<file path="src/design/wgm_pkg.sv">
`timescale 1ns / 1ps
`default_nettype none

package wgm_pkg;

  localparam int OP_W    = 2;
  localparam int INDEX_W = 6;
  localparam int CHAR_W  = 8;
  localparam int PLEN_W  = 7;

  typedef enum logic [OP_W-1:0] {
    OP_WRITE = 2'd0,
    OP_TEXT  = 2'd1,
    OP_END   = 2'd2,
    OP_NONE  = 2'd3
  } wgm_op_t;

  localparam logic [CHAR_W-1:0] GLOB_ONE = 8'd63;  // '?'
  localparam logic [CHAR_W-1:0] GLOB_ANY = 8'd42;  // '*'

  // broadcast to every cell each cycle
  typedef struct packed {
    logic              text_step;
    logic              restart;
    logic [CHAR_W-1:0] char_code;
  } wgm_ctrl_t;

endpackage

`default_nettype wire

</file>
<file path="src/design/wgm_if.sv">
`timescale 1ns / 1ps
`default_nettype none

interface wgm_req_if;
  logic                          valid;
  logic                          ready;
  logic [wgm_pkg::OP_W-1:0]      opcode;
  logic [wgm_pkg::INDEX_W-1:0]   pattern_index;
  logic [wgm_pkg::CHAR_W-1:0]    char_code;

  modport source (output valid, output opcode, output pattern_index, output char_code,
                  input ready);
  modport sink   (input valid, input opcode, input pattern_index, input char_code,
                  output ready);
endinterface

interface wgm_rsp_if;
  logic valid;
  logic ready;
  logic matched;

  modport source (output valid, output matched, input ready);
  modport sink   (input valid, input matched, output ready);
endinterface

interface wgm_cfg_if;
  logic                        valid;
  logic                        ready;
  logic [wgm_pkg::PLEN_W-1:0]  data;

  modport source (output valid, output data, input ready);
  modport sink   (input valid, input data, output ready);
endinterface

`default_nettype wire

</file>
<file path="src/design/wgm_cell.sv">
`timescale 1ns / 1ps
`default_nettype none

module wgm_cell #(
  parameter int POS   = 0,
  parameter int LEN_W = 7
) (
  input  logic                       clk,
  input  logic                       rst,
  input  wgm_pkg::wgm_ctrl_t         ctrl,
  input  logic                       wr_en,
  input  logic [wgm_pkg::CHAR_W-1:0] wr_char,
  input  logic [LEN_W-1:0]           len_used,
  input  logic                       carry_in,
  input  logic                       adv_in,
  output logic                       carry_out,
  output logic                       adv_out,
  output logic                       hit
);
  import wgm_pkg::*;

  logic [CHAR_W-1:0] pchar;
  logic              act;
  logic              act_next;
  logic              in_use;
  logic              in_range;
  logic              at_len;
  logic              is_star;
  logic              cur;
  logic              char_ok;

  localparam logic [LEN_W-1:0] POS_L = LEN_W'(POS);

  assign in_use   = POS_L < len_used;
  assign at_len   = POS_L == len_used;
  assign in_range = in_use | at_len;
  assign is_star  = pchar == GLOB_ANY;
  assign char_ok  = (pchar == GLOB_ONE) | (pchar == ctrl.char_code);

  // closed active bit: own bit, or a star chain from the left
  assign cur       = (act & in_range) | carry_in;
  assign carry_out = cur & in_use & is_star;
  assign adv_out   = cur & in_use & ~is_star & char_ok;
  assign hit       = cur & at_len;
  assign act_next  = (cur & in_use & is_star) | adv_in;

  always_ff @(posedge clk) begin
    if (rst) begin
      act <= (POS == 0);
    end else if (ctrl.restart) begin
      act <= (POS == 0);
    end else if (ctrl.text_step) begin
      act <= act_next;
    end
  end

  always_ff @(posedge clk) begin
    if (wr_en) begin
      pchar <= wr_char;
    end
  end

endmodule

`default_nettype wire

</file>
<file path="src/design/wgm_result.sv">
`timescale 1ns / 1ps
`default_nettype none

module wgm_result (
  input  logic       clk,
  input  logic       rst,
  input  logic       load,
  input  logic       matched_in,
  output logic       free,
  wgm_rsp_if.source  rsp
);

  logic valid;
  logic matched;

  assign free        = ~valid | rsp.ready;
  assign rsp.valid   = valid;
  assign rsp.matched = matched;

  always_ff @(posedge clk) begin
    if (rst) begin
      valid <= 1'b0;
    end else if (load) begin
      valid <= 1'b1;
    end else if (rsp.ready) begin
      valid <= 1'b0;
    end
  end

  always_ff @(posedge clk) begin
    if (load) begin
      matched <= matched_in;
    end
  end

endmodule

`default_nettype wire

</file>
<file path="src/design/wildcard_glob_matcher.sv">
// Glob matcher: '?' matches one character, '*' any run, including none.
// req channel: opcode 0 writes char_code into pattern position pattern_index,
// opcode 1 feeds one text character, opcode 2 ends the text, opcode 3 is a no-op.
// rsp channel: one item per end-of-text item, matched = whole text matched.
// cfg channel: pattern_length (0..MAX_PATTERN, larger saturates); always ready,
// write it only while the block is idle.
// Throughput: one req item per cycle while req.ready is high. Every text
// character updates all pattern positions at once; the star closure ripples
// along the row of cells within the cycle, so that row length sets the clock path.
// matched is registered and is on rsp in the cycle after the end item is taken.
// A single output register holds the result; while it is full and rsp is
// stalled, req.ready drops until it drains.
// Reset: length 0, only position 0 active, output empty. Pattern characters
// are not cleared and must be written before use.
`timescale 1ns / 1ps
`default_nettype none

module wildcard_glob_matcher #(
  parameter int MAX_PATTERN = 64
) (
  input  logic     clk,
  input  logic     rst,
  wgm_req_if.sink  req,
  wgm_rsp_if.source rsp,
  wgm_cfg_if.sink  cfg
);
  import wgm_pkg::*;

  localparam int LEN_W = $clog2(MAX_PATTERN + 1);

  logic [PLEN_W-1:0]      plen;
  logic [LEN_W-1:0]       len_used;
  logic                   accept;
  logic                   wr;
  logic                   stage_free;
  wgm_ctrl_t              ctrl;
  logic [MAX_PATTERN:0]   carry;
  logic [MAX_PATTERN:0]   adv;
  logic [MAX_PATTERN-1:0] hit;
  logic [MAX_PATTERN-1:0] wr_en;
  logic                   act_last;
  logic                   cur_last;
  logic                   at_max;
  logic                   matched;

  assign cfg.ready = 1'b1;

  always_ff @(posedge clk) begin
    if (rst) begin
      plen <= '0;
    end else if (cfg.valid) begin
      plen <= cfg.data;
    end
  end

  always_comb begin
    if (int'(plen) > MAX_PATTERN) begin
      len_used = LEN_W'(MAX_PATTERN);
    end else begin
      len_used = LEN_W'(plen);
    end
  end

  assign req.ready      = stage_free;
  assign accept         = req.valid & req.ready;
  assign wr             = accept & (req.opcode == OP_WRITE);
  assign ctrl.text_step = accept & (req.opcode == OP_TEXT);
  assign ctrl.restart   = accept & (req.opcode == OP_END);
  assign ctrl.char_code = req.char_code;

  assign carry[0] = 1'b0;
  assign adv[0]   = 1'b0;

  for (genvar p = 0; p < MAX_PATTERN; p++) begin : g_cell
    assign wr_en[p] = wr & (int'(req.pattern_index) == p);

    wgm_cell #(
      .POS   (p),
      .LEN_W (LEN_W)
    ) u_cell (
      .clk       (clk),
      .rst       (rst),
      .ctrl      (ctrl),
      .wr_en     (wr_en[p]),
      .wr_char   (req.char_code),
      .len_used  (len_used),
      .carry_in  (carry[p]),
      .adv_in    (adv[p]),
      .carry_out (carry[p+1]),
      .adv_out   (adv[p+1]),
      .hit       (hit[p])
    );
  end

  // final position: past the last pattern character
  assign at_max   = len_used == LEN_W'(MAX_PATTERN);
  assign cur_last = (act_last & at_max) | carry[MAX_PATTERN];
  assign matched  = (|hit) | (cur_last & at_max);

  always_ff @(posedge clk) begin
    if (rst) begin
      act_last <= 1'b0;
    end else if (ctrl.restart) begin
      act_last <= 1'b0;
    end else if (ctrl.text_step) begin
      act_last <= adv[MAX_PATTERN];
    end
  end

  wgm_result u_result (
    .clk        (clk),
    .rst        (rst),
    .load       (ctrl.restart),
    .matched_in (matched),
    .free       (stage_free),
    .rsp        (rsp)
  );

endmodule

`default_nettype wire

</file>
<file path="src/flat_wrapper.sv">
// flat-port wrapper written by rule: the top's interface ports become plain ports
module wildcard_glob_matcher_flat import wgm_pkg::*;
#(
  parameter int MAX_PATTERN = 64
)
  (clk, rst, req_valid, req_opcode, req_pattern_index, req_char_code, req_ready, rsp_valid, rsp_matched, rsp_ready, cfg_valid, cfg_data, cfg_ready);
  wgm_req_if req_i ();
  wgm_rsp_if rsp_i ();
  wgm_cfg_if cfg_i ();
  input  logic clk;
  input  logic rst;
  input wire logic [$bits(req_i.valid)-1:0] req_valid;
  input wire logic [$bits(req_i.opcode)-1:0] req_opcode;
  input wire logic [$bits(req_i.pattern_index)-1:0] req_pattern_index;
  input wire logic [$bits(req_i.char_code)-1:0] req_char_code;
  output wire logic [$bits(req_i.ready)-1:0] req_ready;
  output wire logic [$bits(rsp_i.valid)-1:0] rsp_valid;
  output wire logic [$bits(rsp_i.matched)-1:0] rsp_matched;
  input wire logic [$bits(rsp_i.ready)-1:0] rsp_ready;
  input wire logic [$bits(cfg_i.valid)-1:0] cfg_valid;
  input wire logic [$bits(cfg_i.data)-1:0] cfg_data;
  output wire logic [$bits(cfg_i.ready)-1:0] cfg_ready;
  assign req_i.valid = req_valid;
  assign req_i.opcode = req_opcode;
  assign req_i.pattern_index = req_pattern_index;
  assign req_i.char_code = req_char_code;
  assign req_ready = req_i.ready;
  assign rsp_valid = rsp_i.valid;
  assign rsp_matched = rsp_i.matched;
  assign rsp_i.ready = rsp_ready;
  assign cfg_i.valid = cfg_valid;
  assign cfg_i.data = cfg_data;
  assign cfg_ready = cfg_i.ready;
  wildcard_glob_matcher #(.MAX_PATTERN(MAX_PATTERN)) u_core (.clk(clk), .rst(rst), .req(req_i), .rsp(rsp_i), .cfg(cfg_i));
endmodule
</file>
<file path="config.mk">
export PLATFORM = sky130hd
export DESIGN_NAME = wildcard_glob_matcher_flat
export DESIGN_NICKNAME = d
export VERILOG_FILES = /design/src/design/wgm_pkg.sv /design/src/design/wgm_if.sv /design/src/design/wgm_cell.sv /design/src/design/wgm_result.sv /design/src/design/wildcard_glob_matcher.sv /design/src/flat_wrapper.sv
export SDC_FILE = /design/constraint.sdc
export NUM_CORES = 1
export LEC_CHECK = 0
export BUFFER_PORTS_ARGS = -buffer_cell sky130_fd_sc_hd__buf_2
export CAP_MARGIN = 20
export CORE_MARGIN = 1
export CORE_UTILIZATION = 40
export DETAILED_ROUTE_END_ITERATION = 10
export SLEW_MARGIN = 20
export SYNTH_ARGS = -nofsm -noshare
export SYNTH_HDL_FRONTEND = slang
export SYNTH_SLANG_ARGS = --single-unit
</file>
<file path="constraint.sdc">
create_clock -name clk -period 4.6 [get_ports clk]
set_input_delay 0.46 -clock clk [delete_from_list [all_inputs] [get_ports clk]]
set_output_delay 0.46 -clock clk [all_outputs]
set_load 0.01 [all_outputs]
</file>
==> flow_summary.toml, run 1 <==
[placement]
place_congestion = 0.982
dp_hpwl_um = 76600
placed_cells = 4250
io_buffers = 30
placed_area_um2 = 35500

[timing]
hold_viol = 0
hold_ws_ns = 0.117
rsz0062_at_grt = "true"
finalMaxSlewViolations = 0
report.final.setup_viol = 0
fin_skew_ns = 0.0245
fin_crit_ns = 4.48
slew_headroom_pct = 25.6
fin_crit_sh_pct = 97.4
tightest_slew_ns = 1.11
fmax_mhz = 223
final.setup.tns_ns = 0

[floorplan]
fp.dieW_um = 282
start_util_pct = 40.5
rows = 102
die_y_um = 282
core_um2 = 77600
dieArea_um2 = 79700
ios = 32

[pwr]
internal_power_mw = 9.43
p_switching_mw = 2.85
swShare_pct = 23.2
peakVddDrop_mv = 0.258
p_per_area_nw_per_um2 = 322
p_seq_share_pct = 47.6
combPwrFrac_pct = 8.7
power_frac_clock_pct = 43.7
cellLeakagePower_nw = 12.2

[critical_path]
reg2regPathDepth = 21
crit_type = "reg2reg"
worstPathRequired_ns = 4.97
path_buf_inv = 6
cp_data_arrival_time_ns = 4.84
path_common_cell = "buf_4"
worstPathMaxFanout = 6
cp.depth = 21
cp_slowest_cell = "or4_4"
cp_cell_sequence = "buf_4 > or4_4 > nand2_1 > a2bb2oi_2 > a21oi_4 > a211oi_4 > o21bai_4 > buf_4 > buf_4 > o21ai_1 > buf_4 > o21ai_1 > buf_4 > o31ai_4 > buf_4 > o21ai_0 > nor4_4 > o311a_1 > o311ai_1 > nor3_1 > nand3_1"
slowest_delay_ns = 0.57
cp-start-kind = "register"
cp_top_family = "compound AO/OA/AOI/OAI gates"
cp-end-kind = "register"

[grt]
grt_first_pass_wirelength_um = 156000
grt_usage_pct = 26.4
grt_max_degree = 63
antenna_found_initial = 7
gr-total-overflow = 0
grt_pass1_vias = 24900

[finish]
diodes = 0
drive_gt1_share_pct = 18.7
layout.nets = 3313
n_fill_cell = 7027
syn_to_final_growth_pct = 21.3
mostFrequentLayoutCell = "edfxtp_1"
layout_common_cells = "513 x edfxtp_1, 440 x xnor2_1, 368 x buf_4"
post-route-util_pct = 49.2
instances_no_fill = 4379
final_cell_area_um2 = 38100

[synth]
ys_seq_area_share_pct = 53.6
ys.flop_type = "edfxtp_1"
avgSynthCellArea_um2 = 10.8
async_reset_ff_share_pct = 0
ys_types = 98
synth_cells = 2919
yosysWarnings = 0
ys_ff_latch = 586
syn_nets = 2947
synth-edff-count = 513
syn_area_um2 = 31400

[cts]
htree_levels = 3
worstSkewPairLatency_ns = 0.62
clk_pin_slew_ns = 0.07
ctsHoldBuffers = 0
numCtsBuffers = 66
cts_tree = "yes"
cts_root_buf = "clkbuf_16"
cts_buffer_depth = 3
cts_sinks = 586

[route]
dr.pass1.iters = 6
ant_nets = 0
drt_wl_total_um = 105000
wl_per_cell_um = 24.0
remaining_drc_errors = 0
vias_per_cell = 5.75
drt_iter0_drc = 2098
num_vias = 25200

[flow_run]
drv_cap = 0

[hold_path]
hold_depth = 3
hold_class = "in2reg"

[outcome]
status = "completed"
[cell families (layout without fill, tap and decap cells)]
logic type | Yosys count | count (layout) | share of synthesized area, %
xor gates and xnor gates | 513 | 513 | 14.3
AOI/OAI and AO/OA | 564 | 564 | 12.1
muxes | 7 | 7 | 0.223
other | 1 | 1 | 0.0119
DFF | 586 | 586 | 53.6
and+or+nand+nor | 1101 | 1101 | 17.9
buffers and inverters | 147 | 567 | 1.85
[final timing paths]
path | from | endpoint | slack [ns]
worst max-delay path | u_core.plen[6]$_SDFFE_PP0P_ | u_core.u_result.rsp.matched$_DFFE_PP_ | 0.12
worst min-delay path | cfg_data[4] | u_core.plen[4]$_SDFFE_PP0P_ | 0.12
worst max register to register | u_core.plen[6]$_SDFFE_PP0P_ | u_core.u_result.rsp.matched$_DFFE_PP_ | 0.12
worst min register to register | u_core.g_cell[59].u_cell.act$_SDFFE_PP0P_ | u_core.g_cell[59].u_cell.act$_SDFFE_PP0P_ | 0.48
[through the flow]
step	worst slack, ns	power [mW]
4_1_cts	0.00164	12.4
3_5_place_dp	-0.731	7.00
3_3_place_gp	-0.611	6.99
2_1_floorplan	0.407	6.48
6_report	0.121	12.3
5_1_grt	-0.0810	12.7
[power groups by stage]
| stage | Combinational (mW) | Sequential (mW) | Clock, mW |
|---|---|---|---|
| after floorplan | 0.541 | 5.94 | 0 |
| after global placement | 1.04 | 5.95 | 0 |
| after detailed placement | 1.05 | 5.95 | 0 |
| after CTS | 1.06 | 5.84 | 5.48 |
| after global routing | 1.15 | 5.84 | 5.66 |
| final | 1.07 | 5.85 | 5.36 |
[worst reg2reg max path, delay by kind of cell, from the launching register on]
kind,cells,cell delay [ns]
simple gates,5,1.15
flops,1,0.35
buf+inv,6,0.92
compound gates,10,1.80
[repair_timing]
action	4_1_cts	5_1_grt
cloned	0	0
endpoints found under the setup margin	8	13
setup buffers	2	7
pin swaps	7	20
gates resized for setup	34	44
[Yosys cell counts, types with 16 or more instances]
| master | n | area (um^2) |
|---|---|---|
| nor3_1 | 70 | 350 |
| edfxtp_1 | 513 | 15400 |
| nand2_1 | 189 | 709 |
| nor2_1 | 357 | 1340 |
| o21ai_0 | 145 | 726 |
| nor4_1 | 46 | 288 |
| a211oi_1 | 22 | 165 |
| inv_1 | 30 | 113 |
| nor2b_1 | 19 | 119 |
| or2_2 | 16 | 100 |
| clkbuf_1 | 71 | 267 |
| or3_1 | 40 | 250 |
| a21oi_1 | 106 | 531 |
| xor2_1 | 73 | 639 |
| o21bai_1 | 19 | 143 |
| and3_1 | 16 | 100 |
| nand3_1 | 60 | 300 |
| xnor2_1 | 440 | 3850 |
| o211ai_1 | 16 | 120 |
| or4_1 | 29 | 218 |
| buf_1 | 28 | 105 |
| a22oi_1 | 16 | 120 |
| dfxtp_1 | 73 | 1460 |
| a31oi_1 | 30 | 188 |
| o31ai_1 | 42 | 315 |
| nand4_1 | 159 | 995 |
| nand2b_1 | 20 | 125 |
| o21a_1 | 17 | 128 |
[sequential cells by signal (all words and copies together) (netlist names)]
signal,count
u_core.g_cell.u_cell.act,64
u_core.act_last,1
u_core.g_cell.u_cell.pchar,512
u_core.u_result.rsp.valid,1
u_core.u_result.rsp.matched,1
u_core.plen,7
[metal layers]
| layer | vias to the layer above | share of wire (%) | wire length, um | GRT usage, % |
|---|---|---|---|---|
| met3 | 152 | 6.1 | 6420 | 3.58 |
| met5 | - | 0.021 | 22 | 0 |
| li1 | 11600 | - | - | - |
| met2 | 850 | 46 | 48400 | 42.0 |
| met1 | 12600 | 45 | 47800 | 37.2 |
| met4 | 4 | 2.5 | 2630 | 8.26 |
[final cells by class]
cell class	count	area, um^2	share of cell area, %
flip-flops and latches	586	16900	44.2
multi-input cells	2186	14400	37.6
repair buffers	414	3270	8.58
clock buffers	84	1820	4.78
well taps	1040	1300	3.41
clock inverters	38	397	1.04
inverters	31	116	0.305
Note: power is estimated with default switching activity, not from simulation.
==> run 2: changes to the inputs <==
ABC_AREA = 1   (was default)
==> run 2 against run 1 <==
The flow now finishes with violations (negative setup slack). Highest routed layer unchanged. Sequential share of layout area fell by 1.9 points. Largest cell class unchanged. Wire length fell by 7.3%. Die area fell by 3.4%. Power rose by 1.3%. Final cell count rose by 8.6%. Global-route usage fell by 1.3 points. Setup slack got worse by 7.2 ns. Critical path depth rose by 110. Hold slack got worse by 0.015 ns. Non-clock buffer count rose by 389. Clock skew rose by 0.0050 ns. First-iteration DRC count fell by 2.8%.
==> flow_summary.toml, run 2 <==
[outcome]
status = "complete, but fails checks"
violations = "negative setup slack"

[finish]
syn_to_final_growth_pct = 31.1
mostFrequentLayoutCell = "buf_4"
drive_gt1_share_pct = 32.5
largest_reg_flops = 512
top_register = "u_core.g_cell.u_cell.pchar"
multi_input_area_um2 = 12300
largestRegisters = "u_core.g_cell.u_cell.pchar x512, u_core.g_cell.u_cell.act x64, u_core.plen x7"
n_fill_cell = 6461
regArea_um2 = 16900
layout.nets = 3768
final_cell_area_um2 = 39800
layout_common_cells = "760 x buf_4, 513 x edfxtp_1, 424 x nand2_1"

[critical_path]
cp_slowest_cell = "edfxtp_1"
cp_top_family = "simple AND/OR/NAND/NOR gates"
cp-start-kind = "register"
cp-end-kind = "register"
path_buf_inv = 0
crit_type = "reg2reg"
worstPathMaxFanout = 3
cp_data_arrival_time_ns = 12.18
worstPathRequired_ns = 5.08
slowest_delay_ns = 0.39

[cts]
cts_sinks = 586
htree_levels = 3
worstSkewPairLatency_ns = 0.61
numCtsBuffers = 67
cts_buffer_depth = 3
cts_tree = "yes"
ctsHoldBuffers = 0
cts_root_buf = "clkbuf_16"
clk_pin_slew_ns = 0.06

[timing]
fin_crit_ns = 11.70
rsz0062_at_grt = "true"
report.final.setup_viol = 45
fmax_mhz = 85.5
fin_crit_sh_pct = 254
fin_skew_ns = 0.0295
fin_ws_ns = -7.10
finalMaxSlewViolations = 0
final.setup.tns_ns = -168.74
tightest_slew_ns = 1.16
slew_headroom_pct = 22.4
hold_viol = 0

[synth]
async_reset_ff_share_pct = 0
synth.most_common_cell = "edfxtp_1"
yosys.area_share.simple_pct = 24.1
ys.flop_type = "edfxtp_1"
ys_top_cells_by_count = "513 x edfxtp_1, 426 x nand2_1, 256 x inv_1, 251 x xnor2_1, 208 x nor2_1"
synth_cells = 2977
yosysTopAreaCellShare_pct = 50.7
synth-edff-count = 513
ys_types = 57
synth.largest_area_cell = "edfxtp_1"
synth_adder_area_share_pct = 0
yosysWarnings = 0
synthTopCellsByArea = "edfxtp_1 51%, xnor2_1 7.2%, nand2_1 5.3%, dfxtp_1 4.8%, nand4_1 3.4%"
synth.area.mux_share_pct = 0
synth_top_family_by_area = "simple AND/OR/NAND/NOR gates"
syn_nets = 3005
ys_ff_latch = 586
ys_seq_area_share_pct = 55.5
synth_compound_area_share_pct = 6.70
avgSynthCellArea_um2 = 10.2
synth_xor_area_share_pct = 8.76
syn_area_um2 = 30400

[pwr]
p_switching_mw = 2.87
peakVddDrop_mv = 0.221
p_seq_share_pct = 46.9
cellLeakagePower_nw = 14.8
p_per_area_nw_per_um2 = 313
combPwrFrac_pct = 9.2
swShare_pct = 23.1
internal_power_mw = 9.57
power_frac_clock_pct = 43.8

[route]
dr.pass1.iters = 6
num_vias = 25800
ant_nets = 0
remaining_drc_errors = 0
vias_per_cell = 5.43
wl_per_cell_um = 20.5
drt_wl_total_um = 97700
drt_iter0_drc = 2039

[grt]
grt_usage_pct = 25.1
antenna_found_initial = 2
grt_pass1_vias = 25900
grt_first_pass_wirelength_um = 148000
gr-total-overflow = 0
grt_max_degree = 101

[floorplan]
dieArea_um2 = 77100
ios = 32
rows = 100
core_um2 = 74800
die_y_um = 278
fp.dieW_um = 278
start_util_pct = 40.6

[placement]
dp_hpwl_um = 66500
io_buffers = 30
preCtsSetupSlack_ns = -6.98
place_congestion = 0.986
placed_area_um2 = 36800

[flow_run]
drv_cap = 0

[hold_path]
hold_class = "in2reg"
## run 2: worst paths after layout
path / startpoint / end / slack [ns] / cells past startpoint
max: u_core.g_cell[0].u_cell.pchar[2]$_DFFE_PP_ / u_core.u_result.rsp.matched$_DFFE_PP_ / -7.10 / 131
max reg2reg: u_core.g_cell[0].u_cell.pchar[2]$_DFFE_PP_ / u_core.u_result.rsp.matched$_DFFE_PP_ / -7.10 / 131
min reg2reg: u_core.g_cell[1].u_cell.act$_SDFFE_PP0P_ / u_core.g_cell[1].u_cell.act$_SDFFE_PP0P_ / 0.51 / 2
min: req_char_code[3] / u_core.g_cell[53].u_cell.pchar[3]$_DFFE_PP_ / 0.10 / 1
## run 2: through the flow
| step | utilization [%] | power [mW] | cells | hold slack, ns |
|---|---|---|---|---|
| after floorplan | - | 6.50 | 2977 | 0.464 |
| after global routing | 53.2 | 12.8 | 4756 | 0.0945 |
| after global placement | 49.2 | 7.04 | 4578 | 0.482 |
| after detailed placement | 49.2 | 7.06 | 4578 | 0.485 |
| after CTS | 52.4 | 12.5 | 4704 | 0.0755 |
| final | 53.2 | 12.4 | 4757 | 0.101 |
## run 2: cell families (layout without fill, tap and decap cells)
group	count (synthesis)	count (layout)
AOI/OAI and AO/OA	300	300
xor gates and xnor gates	304	304
buffers and inverters	389	1199
DFF	586	586
other	1	2
and+or+nand+nor	1397	1397
## run 2: power by group through the flow
stage / Sequential [mW] / Combinational (mW) / Clock (mW)
2_1_floorplan: 5.95 / 0.548 / 0
3_3_place_gp: 5.95 / 1.10 / 0
3_5_place_dp: 5.95 / 1.11 / 0
4_1_cts: 5.84 / 1.13 / 5.56
5_1_grt: 5.84 / 1.23 / 5.76
6_report: 5.84 / 1.15 / 5.46
## run 2: timing repair
action,in CTS,in global routing
pin swaps,14,21
resized for setup,11,39
endpoints found under the setup margin,45,47
setup buffers,10,54
## run 2: cell type report
class                      instances  share of cell area (%)
timing repair buffer             803                    15.5
sequential                       586                    42.4
clock inverter                    35                    1.20
clock buffer                      81                    4.40
tap                              969                    3.05
multi-input combinational       2002                    30.8
antenna                            1                 0.00629
inverter                         280                    2.69
## run 2: routing by layer
metal | wire [um] | part of all wire (%) | global-route usage (%) | vias to the layer above
met3 | 6310 | 6.5 | 3.71 | 208
li1 | - | - | - | 12200
met5 | 7 | 0.0072 | 0 | -
met4 | 3590 | 3.7 | 10.1 | 2
met2 | 46000 | 47 | 41.5 | 870
met1 | 41700 | 43 | 32.9 | 12600
==> run 3: changes to the inputs <==
RECOVER_POWER = 50   (was default)
==> run 3 against run 2 <==
The flow finishes with violations (max-capacitance violations, max-slew violations, negative setup slack). Final cell count about the same. Flip-flop and latch count unchanged. Power about the same. Global-route usage unchanged. Largest power group unchanged.
==> flow_summary.toml, run 3 (synthesis gave the netlist of run 2 again) <==
[grt]
grt_first_pass_wirelength_um = 148000
grt_usage_pct = 25.1
gr-total-overflow = 0
antenna_found_initial = 3
grt_pass1_vias = 25900
grt_max_degree = 101

[timing]
fin_skew_ns = 0.0286
fin_ws_ns = -7.12
tightest_slew_ns = 4.72
rsz0062_at_grt = "true"
fin_crit_ns = 11.72
fmax_mhz = 85.3
hold_viol = 0
report.final.setup_viol = 64
fin_crit_sh_pct = 255
slew_headroom_pct = -215
finalMaxSlewViolations = 823

[floorplan]
dieArea_um2 = 77100
rows = 100
die_y_um = 278
core_um2 = 74800
ios = 32
fp.dieW_um = 278
start_util_pct = 40.6

[critical_path]
cp_slowest_cell = "edfxtp_1"
crit_type = "reg2reg"
path_common_cell = "nand2_2"
slowest_delay_ns = 0.39
reg2reg_slack_ns = -7.12
worstPathRequired_ns = 5.14
cp-start-kind = "register"
reg2regPathDepth = 131
cp-end-kind = "register"
crit_start = "u_core.g_cell[0].u_cell.pchar[0]$_DFFE_PP_"
rr_startpoint = "u_core.g_cell[0].u_cell.pchar[0]$_DFFE_PP_"
cp_data_arrival_time_ns = 12.25
r2r_end = "u_core.g_cell[63].u_cell.act$_SDFFE_PP0P_"
worstPathMaxFanout = 3

[cts]
cts_sinks = 586
cts_root_buf = "clkbuf_16"
cts_tree = "yes"
cts_buffer_depth = 3
ctsHoldBuffers = 0
htree_levels = 3
worstSkewPairLatency_ns = 0.61
clk_pin_slew_ns = 0.06
numCtsBuffers = 67

[hold_path]
hold_depth = 4
hold_class = "in2reg"
min_from = "rsp_ready"
min_to = "u_core.u_result.rsp.valid$_SDFFE_PP0P_"

[route]
vias_per_cell = 5.41
drt_iter0_drc = 2016
remaining_drc_errors = 0
wirelength_met1_um = 41900
dr.pass1.iters = 6
drt_wl_total_um = 97500
num_vias = 25700
wl_met3_um = 6250
ant_nets = 0
wl_per_cell_um = 20.5
route.met2.wl_um = 45700
top_layer_used = "met5"

[finish]
syn_to_final_growth_pct = 30.2
layout.nets = 3768
drive_gt1_share_pct = 31.7
largest_reg_flops = 512
layout_common_cells = "739 x buf_4, 513 x edfxtp_1, 424 x nand2_1"
final_cell_area_um2 = 39600
top_register = "u_core.g_cell.u_cell.pchar"
mostFrequentLayoutCell = "buf_4"
instances_no_fill = 4756
diodes = 0
largestRegisters = "u_core.g_cell.u_cell.pchar x512, u_core.g_cell.u_cell.act x64, u_core.plen x7"
n_fill_cell = 6499

[flow_run]
drv_cap = 15

[outcome]
violations = "max-capacitance violations, max-slew violations, negative setup slack"
status = "complete, but fails checks"

[placement]
io_buffers = 30
placed_area_um2 = 36800
place_congestion = 0.986
placed_cells = 4578
dp_hpwl_um = 66500

[pwr]
peakVddDrop_mv = 0.222
cellLeakagePower_nw = 14.6
p_per_area_nw_per_um2 = 315
## run 3: how the worst max path moves through the flow
stage	to	cells past startpoint
floorplan	u_core.u_result.rsp.matched$_DFFE_PP_	131
global placement	u_core.u_result.rsp.matched$_DFFE_PP_	131
detailed placement	u_core.u_result.rsp.matched$_DFFE_PP_	128
CTS	u_core.u_result.rsp.matched$_DFFE_PP_	131
global route	u_core.u_result.rsp.matched$_DFFE_PP_	131
finish	u_core.g_cell[63].u_cell.act$_SDFFE_PP0P_	131
## run 3: metrics by stage
step           TNS [ns]  hold WS, ns  power [mW]  setup WS (ns)  util [%]
6_report        -179.49        0.184        12.4          -7.12      52.9
5_1_grt         -224.21        0.186        12.8          -8.12      52.9
4_1_cts         -164.27       0.0755        12.5          -7.00      52.4
3_5_place_dp    -163.10        0.485        7.06          -6.98      49.2
3_3_place_gp    -143.77        0.482        7.04          -6.34      49.2
2_1_floorplan   -138.82        0.464        6.50          -6.20         -
## run 3: layout make-up
class                           instances  area [um^2]  share of cell area (%)
Clock buffer                           81         1750                    4.42
Multi-Input combinational cell       2002        12300                    31.0
Timing Repair Buffer                  803         5910                    14.9
Inverter                              280         1070                    2.70
Tap cell                              969         1210                    3.06
Clock inverter                         35          478                    1.21
Sequential cell                       586        16900                    42.6
## run 3: repair_timing
action,in CTS,in global routing
pin swaps,14,21
resized for setup,11,39
endpoints found under the setup margin,45,47
setup buffers,10,54
hold endpoints to repair,0,0
## run 3: worst max-delay path, delay by kind of cell, from the launching register on
kind / cells / cell delay, ns
AND/OR/NAND/NOR: 130 / 11.01
flip-flops: 1 / 0.39
AO/OA/AOI/OAI: 1 / 0.16
## run 3: per-layer routing
layer | vias to the layer above | global-route usage (%)
li1 | 12100 | -
met1 | 12600 | 32.9
met2 | 817 | 41.5
met3 | 197 | 3.71
met4 | 2 | 10.1
met5 | - | 0
## run 3: where the power goes
| part | leakage (nW) | switching [mW] | internal [mW] | total [mW] |
|---|---|---|---|---|
| clock network | 1.08 | 2.13 | 3.33 | 5.46 |
| registers | 5.21 | 0.0221 | 5.83 | 5.85 |
| logic | 8.36 | 0.719 | 0.419 | 1.14 |
| total | 14.6 | 2.87 | 9.58 | 12.4 |
